`src/rtl/core/rmps_pkg.sv`:
```
// Shared types, widths, codes and the direction table of the ray march pixel stepper.
package rmps_pkg;

  // Number of evenly spaced ray angles; a power of two from 8 to 512
  localparam int RAY_COUNT = 512;
  localparam int RAY_BITS  = $clog2(RAY_COUNT);
  localparam int QUAD_BITS = RAY_BITS - 2;
  localparam int QUARTER   = RAY_COUNT / 4;

  // Field widths
  localparam int PIX_W   = 12;
  localparam int RAD_W   = 10;
  localparam int ANGLE_W = 9;
  localparam int FRAC_W  = 16;
  localparam int POS_W   = 30;
  localparam int DIR_W   = 17;
  localparam int MAG_W   = 16;
  localparam int OFS_W   = POS_W + 1;
  localparam int SQ_W    = 61;
  localparam int RSQ_W   = 2 * (RAD_W + FRAC_W);

  // Configuration port
  localparam int CFG_IDX_W  = 3;
  localparam int CFG_DATA_W = 12;

  // Configuration reset values
  localparam logic [PIX_W-1:0] RST_OBSTACLE_X = PIX_W'(550);
  localparam logic [PIX_W-1:0] RST_OBSTACLE_Y = PIX_W'(300);
  localparam logic [RAD_W-1:0] RST_RADIUS     = RAD_W'(40);
  localparam logic [PIX_W-1:0] RST_SCREEN_W   = PIX_W'(1200);
  localparam logic [PIX_W-1:0] RST_SCREEN_H   = PIX_W'(600);

  // Fixed-point constants for the table build
  localparam logic [63:0] HALF_PI_Q31 = 64'd3373259426;
  localparam logic [63:0] ONE_Q31     = 64'd2147483648;

  typedef enum logic [CFG_IDX_W-1:0] {
    CFG_OBSTACLE_X      = 3'd0,
    CFG_OBSTACLE_Y      = 3'd1,
    CFG_OBSTACLE_RADIUS = 3'd2,
    CFG_SCREEN_WIDTH    = 3'd3,
    CFG_SCREEN_HEIGHT   = 3'd4
  } cfg_idx_t;

  typedef enum logic {
    FUNC_LOAD = 1'b0,
    FUNC_STEP = 1'b1
  } func_t;

  typedef enum logic [1:0] {
    QUAD_0 = 2'd0,
    QUAD_1 = 2'd1,
    QUAD_2 = 2'd2,
    QUAD_3 = 2'd3
  } quad_t;

  typedef struct packed {
    logic [MAG_W-1:0] sin_mag;
    logic [MAG_W-1:0] cos_mag;
  } dir_mag_t;

  typedef dir_mag_t [QUARTER-1:0] dir_rom_t;

  typedef struct packed {
    logic hit;
    logic off;
  } step_status_t;

  // Q31 product of two magnitudes
  function automatic logic [63:0] q31_mul(logic [63:0] t, logic [63:0] a);
    logic [63:0] p;
    p = t * a;
    return p >> 31;
  endfunction

  // Clamp and round half up from Q31 to a Q15 magnitude
  function automatic logic [MAG_W-1:0] to_q15(logic signed [63:0] v);
    logic signed [63:0] w;
    w = (v < 0) ? 64'sd0 : v;
    w = (w + 64'sd32768) >>> 16;
    if (w > 64'sd32768) w = 64'sd32768;
    return w[MAG_W-1:0];
  endfunction

  // Sine and cosine magnitudes of one angle within the first quadrant
  function automatic dir_mag_t dir_entry(int unsigned q);
    logic [63:0]        a;
    logic [63:0]        ts;
    logic [63:0]        tc;
    logic signed [63:0] s;
    logic signed [63:0] c;
    dir_mag_t           e;
    a  = (HALF_PI_Q31 * 64'(4 * q)) / 64'(RAY_COUNT);
    ts = a;
    tc = ONE_Q31;
    s  = $signed(a);
    c  = $signed(ONE_Q31);
    // term 1
    ts = q31_mul(ts, a) / 64'd2;  ts = q31_mul(ts, a) / 64'd3;
    tc = q31_mul(tc, a) / 64'd1;  tc = q31_mul(tc, a) / 64'd2;
    s = s - $signed(ts);  c = c - $signed(tc);
    // term 2
    ts = q31_mul(ts, a) / 64'd4;  ts = q31_mul(ts, a) / 64'd5;
    tc = q31_mul(tc, a) / 64'd3;  tc = q31_mul(tc, a) / 64'd4;
    s = s + $signed(ts);  c = c + $signed(tc);
    // term 3
    ts = q31_mul(ts, a) / 64'd6;  ts = q31_mul(ts, a) / 64'd7;
    tc = q31_mul(tc, a) / 64'd5;  tc = q31_mul(tc, a) / 64'd6;
    s = s - $signed(ts);  c = c - $signed(tc);
    // term 4
    ts = q31_mul(ts, a) / 64'd8;  ts = q31_mul(ts, a) / 64'd9;
    tc = q31_mul(tc, a) / 64'd7;  tc = q31_mul(tc, a) / 64'd8;
    s = s + $signed(ts);  c = c + $signed(tc);
    // term 5
    ts = q31_mul(ts, a) / 64'd10; ts = q31_mul(ts, a) / 64'd11;
    tc = q31_mul(tc, a) / 64'd9;  tc = q31_mul(tc, a) / 64'd10;
    s = s - $signed(ts);  c = c - $signed(tc);
    // term 6
    ts = q31_mul(ts, a) / 64'd12; ts = q31_mul(ts, a) / 64'd13;
    tc = q31_mul(tc, a) / 64'd11; tc = q31_mul(tc, a) / 64'd12;
    s = s + $signed(ts);  c = c + $signed(tc);
    // term 7
    ts = q31_mul(ts, a) / 64'd14; ts = q31_mul(ts, a) / 64'd15;
    tc = q31_mul(tc, a) / 64'd13; tc = q31_mul(tc, a) / 64'd14;
    s = s - $signed(ts);  c = c - $signed(tc);
    // term 8
    ts = q31_mul(ts, a) / 64'd16; ts = q31_mul(ts, a) / 64'd17;
    tc = q31_mul(tc, a) / 64'd15; tc = q31_mul(tc, a) / 64'd16;
    s = s + $signed(ts);  c = c + $signed(tc);
    // term 9
    ts = q31_mul(ts, a) / 64'd18; ts = q31_mul(ts, a) / 64'd19;
    tc = q31_mul(tc, a) / 64'd17; tc = q31_mul(tc, a) / 64'd18;
    s = s - $signed(ts);  c = c - $signed(tc);
    // term 10
    ts = q31_mul(ts, a) / 64'd20; ts = q31_mul(ts, a) / 64'd21;
    tc = q31_mul(tc, a) / 64'd19; tc = q31_mul(tc, a) / 64'd20;
    s = s + $signed(ts);  c = c + $signed(tc);
    e.sin_mag = to_q15(s);
    e.cos_mag = to_q15(c);
    return e;
  endfunction

  function automatic dir_rom_t build_dir_rom();
    dir_rom_t rom;
    for (int q = 0; q < QUARTER; q++) begin
      rom[q] = dir_entry(q);
    end
    return rom;
  endfunction

  // Quarter-wave direction table, built at elaboration
  localparam dir_rom_t DIR_ROM = build_dir_rom();

endpackage

```
`src/rtl/core/rmps_dir_lookup.sv`:
```
// Direction lookup: quarter-wave cosine/sine table with quadrant folding.
module rmps_dir_lookup (
  input  logic [rmps_pkg::ANGLE_W-1:0]       angle_index,
  output logic signed [rmps_pkg::DIR_W-1:0]  dir_x,
  output logic signed [rmps_pkg::DIR_W-1:0]  dir_y
);

  logic [rmps_pkg::QUAD_BITS-1:0]     qidx;
  rmps_pkg::quad_t                    quad;
  rmps_pkg::dir_mag_t                 mag;
  logic signed [rmps_pkg::DIR_W-1:0]  sin_p;
  logic signed [rmps_pkg::DIR_W-1:0]  cos_p;

  // split the angle into quadrant and offset inside it
  assign qidx  = angle_index[rmps_pkg::QUAD_BITS-1:0];
  assign quad  = rmps_pkg::quad_t'(angle_index[rmps_pkg::RAY_BITS-1 -: 2]);
  assign mag   = rmps_pkg::DIR_ROM[qidx];
  assign sin_p = $signed({1'b0, mag.sin_mag});
  assign cos_p = $signed({1'b0, mag.cos_mag});

  // rotate the first-quadrant vector into place
  always_comb begin
    case (quad)
      rmps_pkg::QUAD_0: begin dir_x = cos_p;  dir_y = sin_p;  end
      rmps_pkg::QUAD_1: begin dir_x = -sin_p; dir_y = cos_p;  end
      rmps_pkg::QUAD_2: begin dir_x = -cos_p; dir_y = -sin_p; end
      rmps_pkg::QUAD_3: begin dir_x = sin_p;  dir_y = -cos_p; end
      default:          begin dir_x = cos_p;  dir_y = sin_p;  end
    endcase
  end

endmodule

```
`config.mk`:
```
export PLATFORM = sky130hd
export DESIGN_NAME = rmps_dir_lookup
export DESIGN_NICKNAME = d
export VERILOG_FILES = /design/src/rtl/core/rmps_pkg.sv /design/src/rtl/core/rmps_dir_lookup.sv
export SDC_FILE = /design/constraint.sdc
export NUM_CORES = 1
export LEC_CHECK = 0
export BUFFER_PORTS_ARGS = -buffer_cell sky130_fd_sc_hd__buf_2
export CAP_MARGIN = 10
export CORE_ASPECT_RATIO = 1.5
export CORE_MARGIN = 5
export CORE_UTILIZATION = 45
export DETAILED_ROUTE_END_ITERATION = 10
export PLACE_DENSITY = 0.68
export SLEW_MARGIN = 15
export SYNTH_ARGS = -nofsm -noshare
export SYNTH_HDL_FRONTEND = slang
export SYNTH_SLANG_ARGS = --single-unit
export TNS_END_PERCENT = 20
```
`constraint.sdc`:
```
create_clock -name vclk -period 7.65
set_input_delay 1.53 -clock vclk [all_inputs]
set_output_delay 1.53 -clock vclk [all_outputs]
set_load 0.03 [all_outputs]
```
==> metrics list <==
- The flow ran to the end, and the final reports show no timing, DRC or antenna violations.
- Proportion of synthesized chip area in sequential cells: 0
- Setup fix buffers added after clock tree synthesis: 0
- Shortest period the worst path allows: 7470 ps
- In the final layout, the share of cells above drive strength 1 is 0.160.
- Top fanout value on the critical path: 8
- Crit start category: input pin
- The via count of the first global-routing pass came to 8282.
- Ys Warns: 0
- Total vias in the final route: 8814
- Pin placement for this block handled 43 I/O pins.
- A synthesized cell averages 6.51 um^2.
- Sum Neg Setup Slack: 0 ps
- Across all hold checks on the routed design, the worst slack comes to 3790 ps.
- Cell Rows: 52
- In this run the cell area of the synthesized design comes to 0.00622 mm^2.
- The initial antenna violation count was 1.
- In the routed design, unresolved DRC markers number 0.
- Clock buffers in the final layout number 0.
- Number of vias per cell: 7.83
- Tightest Pin Transition: 1060 ps
- At the worst endpoint, the required time is 6120 ps.
- After synthesis, the netlist uses 90 different library cells.
- Slew Viols, Final: 0
- Power per cell area: 94.2 mW/mm^2
* Setup repair after global routing missed its margin: false
- Together, buffers and inverters on the worst path number 6.
- Cell type with the largest total area after synthesis: ha_1
- Number of buffers inserted by hold repair at cts: 0
- Synth top area cells: ha_1, a21oi_1, nor2_1
- Category of the most critical setup path: input pin to primary output
- After the flow finishes, the layout carries non-filler instances totaling 1126.
- The number of placed instances, taps included, is 1126.
- Crit-path leading delay family: simple AND/OR/NAND/NOR gates
* Maximum number of pins on one net before global-route repair: 63
* Routed length per instance: 32.2 um
* Wire length reported by the detailed router: 36200 um
- The total area inside the core boundary comes to 0.0135 mm^2.
- At the worst endpoint, the arrival time is 5940 ps.
- STA classifies the critical path endpoint as a primary output.
- At the placement stage, the worst setup path has a slack of 520 ps.
- Fmax: 0.134 GHz
- For this run, the total global-route usage over all layers was measured as 0.430.
* Die area: 0.0163 mm^2
- Summed over all cells, the static leakage comes to 0.00261 uW.
- In this design, the stage delay of the slowest critical-path cell is 560 ps.
* Global-route wire length before repair: 54000 um
- Commonest cells post-synth: nor2_1, a21oi_1, nand2_1
* Final hold violations: 0
- The number of gates resized after CTS was 0.
- Global routing finished with a remaining overflow of 0.
- Measured against its own limit, the worst slew margin works out to 0.288.
- Initial DRT Pass Iterations: 9
- Number of violations reported at the end of detailed-routing iteration 0: 1477
- Synthesized Nets: 1007
- In the finished design, the share of the clock period the worst path needs comes to 0.976.
* Setup ws final: 181 ps
* Synth top area share: 0.0825
- Input and output buffers added on the ports amount to 43.
- Across the run, the number of max-cap violations was 0.
* FF/Latch Area: 0 um^2
* VDD IR max: 0.0000537 V
- In the post-synthesis netlist, the cell with the most instances is nor2_1.
- Critical Path, Cell by Cell: buf_2 > inv_1 > ha_1 > inv_1 > ha_1 > nor3_1 > a21oi_1 > a211o_1 > a2111oi_2 > buf_4 > and4_1 > nand4_1 > buf_4 > nor4_1 > o22ai_1 > a311o_1 > buf_2
* GP Congestion: 1.15
- In the synthesized netlist, the number of instances is 955.
- For this design, the slowest cell found on the critical path is nor3_1.
- Number of antenna diodes: 0
- Worst min path class: input pin to primary output
- Chip Height: 154 um
* Die outline width: 106 um
- Setup violations remaining at the end of the flow were counted as 0.
- Count of nets left with antenna violations after detail routing: 0
- Initial cell density of the core: 0.460
- Detailed placement finished with a half-perimeter wire length of 26500 um.
* Post-synthesis to final-layout area growth: 7.66%
- The net count of the finished layout is 1018.
- In the finished design the tool counted flip-flops and latches totalling 0.
## worst paths after layout
check,start,end,slack [ps],cells past startpoint
max,angle_index[1],dir_x[15],180,17
min,angle_index[7],dir_x[3],3790,4
## kinds of logic (layout without fill, tap and decap cells)
| group | count (synthesis) | count (layout) | synth area share |
|---|---|---|---|
| xor gates and xnor gates | 19 | 19 | 0.0268 |
| buffers and inverters | 127 | 136 | 0.0994 |
| adders and majority gates | 43 | 43 | 0.0889 |
| muxes | 31 | 31 | 0.0567 |
| AOI/OAI and AO/OA | 367 | 367 | 0.422 |
| and+or+nand+nor | 368 | 368 | 0.306 |
## worst min-delay path, stage by stage
cell and delay, ps:
buf_2 90, buf_4 270, mux2i_1 170, buf_2 170
## cells in the final DEF, fill, tap and decap left out, drive strengths merged, types with 7 or more instances in the layout
master and instances:
nand2 64, nor3 39, o31ai 20, o311ai 14, o221ai 9, mux2i 18
nand2b 37, mux2 11, o211ai 14, xnor2 8, xor2 11, nand3 30
a211o 9, or2 9, a221oi 15, nand4 12, a21oi 76, ha 41
buf 113, a311oi 18, a31oi 14, and2 17, o21ai 66, o32a 7
nor3b 9, inv 22, o21a 9, nor2b 22, or3 13, o22ai 10
a211oi 16, nor4 7, nor2 89
## where the power goes
part / total [uW] / switching (uW) / internal (uW)
logic: 631 / 429 / 202
registers: 0 / 0 / 0
clock network: 0 / 0 / 0
total: 631 / 429 / 202
## per-layer routing
metal | global-route usage | vias up | part of all wire
met2 | 0.665 | 844 | 0.43
li1 | - | 3673 | -
met1 | 0.496 | 4028 | 0.33
met5 | 0 | - | 0.00036
met3 | 0.102 | 267 | 0.13
met4 | 0.360 | 2 | 0.12
## stage by stage
| step | power (uW) | cell area, um^2 | util |
|---|---|---|---|
| final | 631 | 6700 | 0.495 |
| after global routing | 660 | 6700 | 0.495 |
| after CTS | 601 | 6700 | 0.495 |
| after detailed placement | 599 | 6700 | 0.495 |
| after global placement | 606 | 6700 | 0.495 |
| after floorplan | 403 | 6220 | - |
## layout make-up
| type | count | area [um^2] |
|---|---|---|
| fill | 1447 | 6840 |
| inverter | 23 | 86.3 |
| tap | 162 | 203 |
| timing repair buffer | 113 | 806 |
| multi-input combinational | 828 | 5600 |
Note: power is estimated with default switching activity, not from simulation.
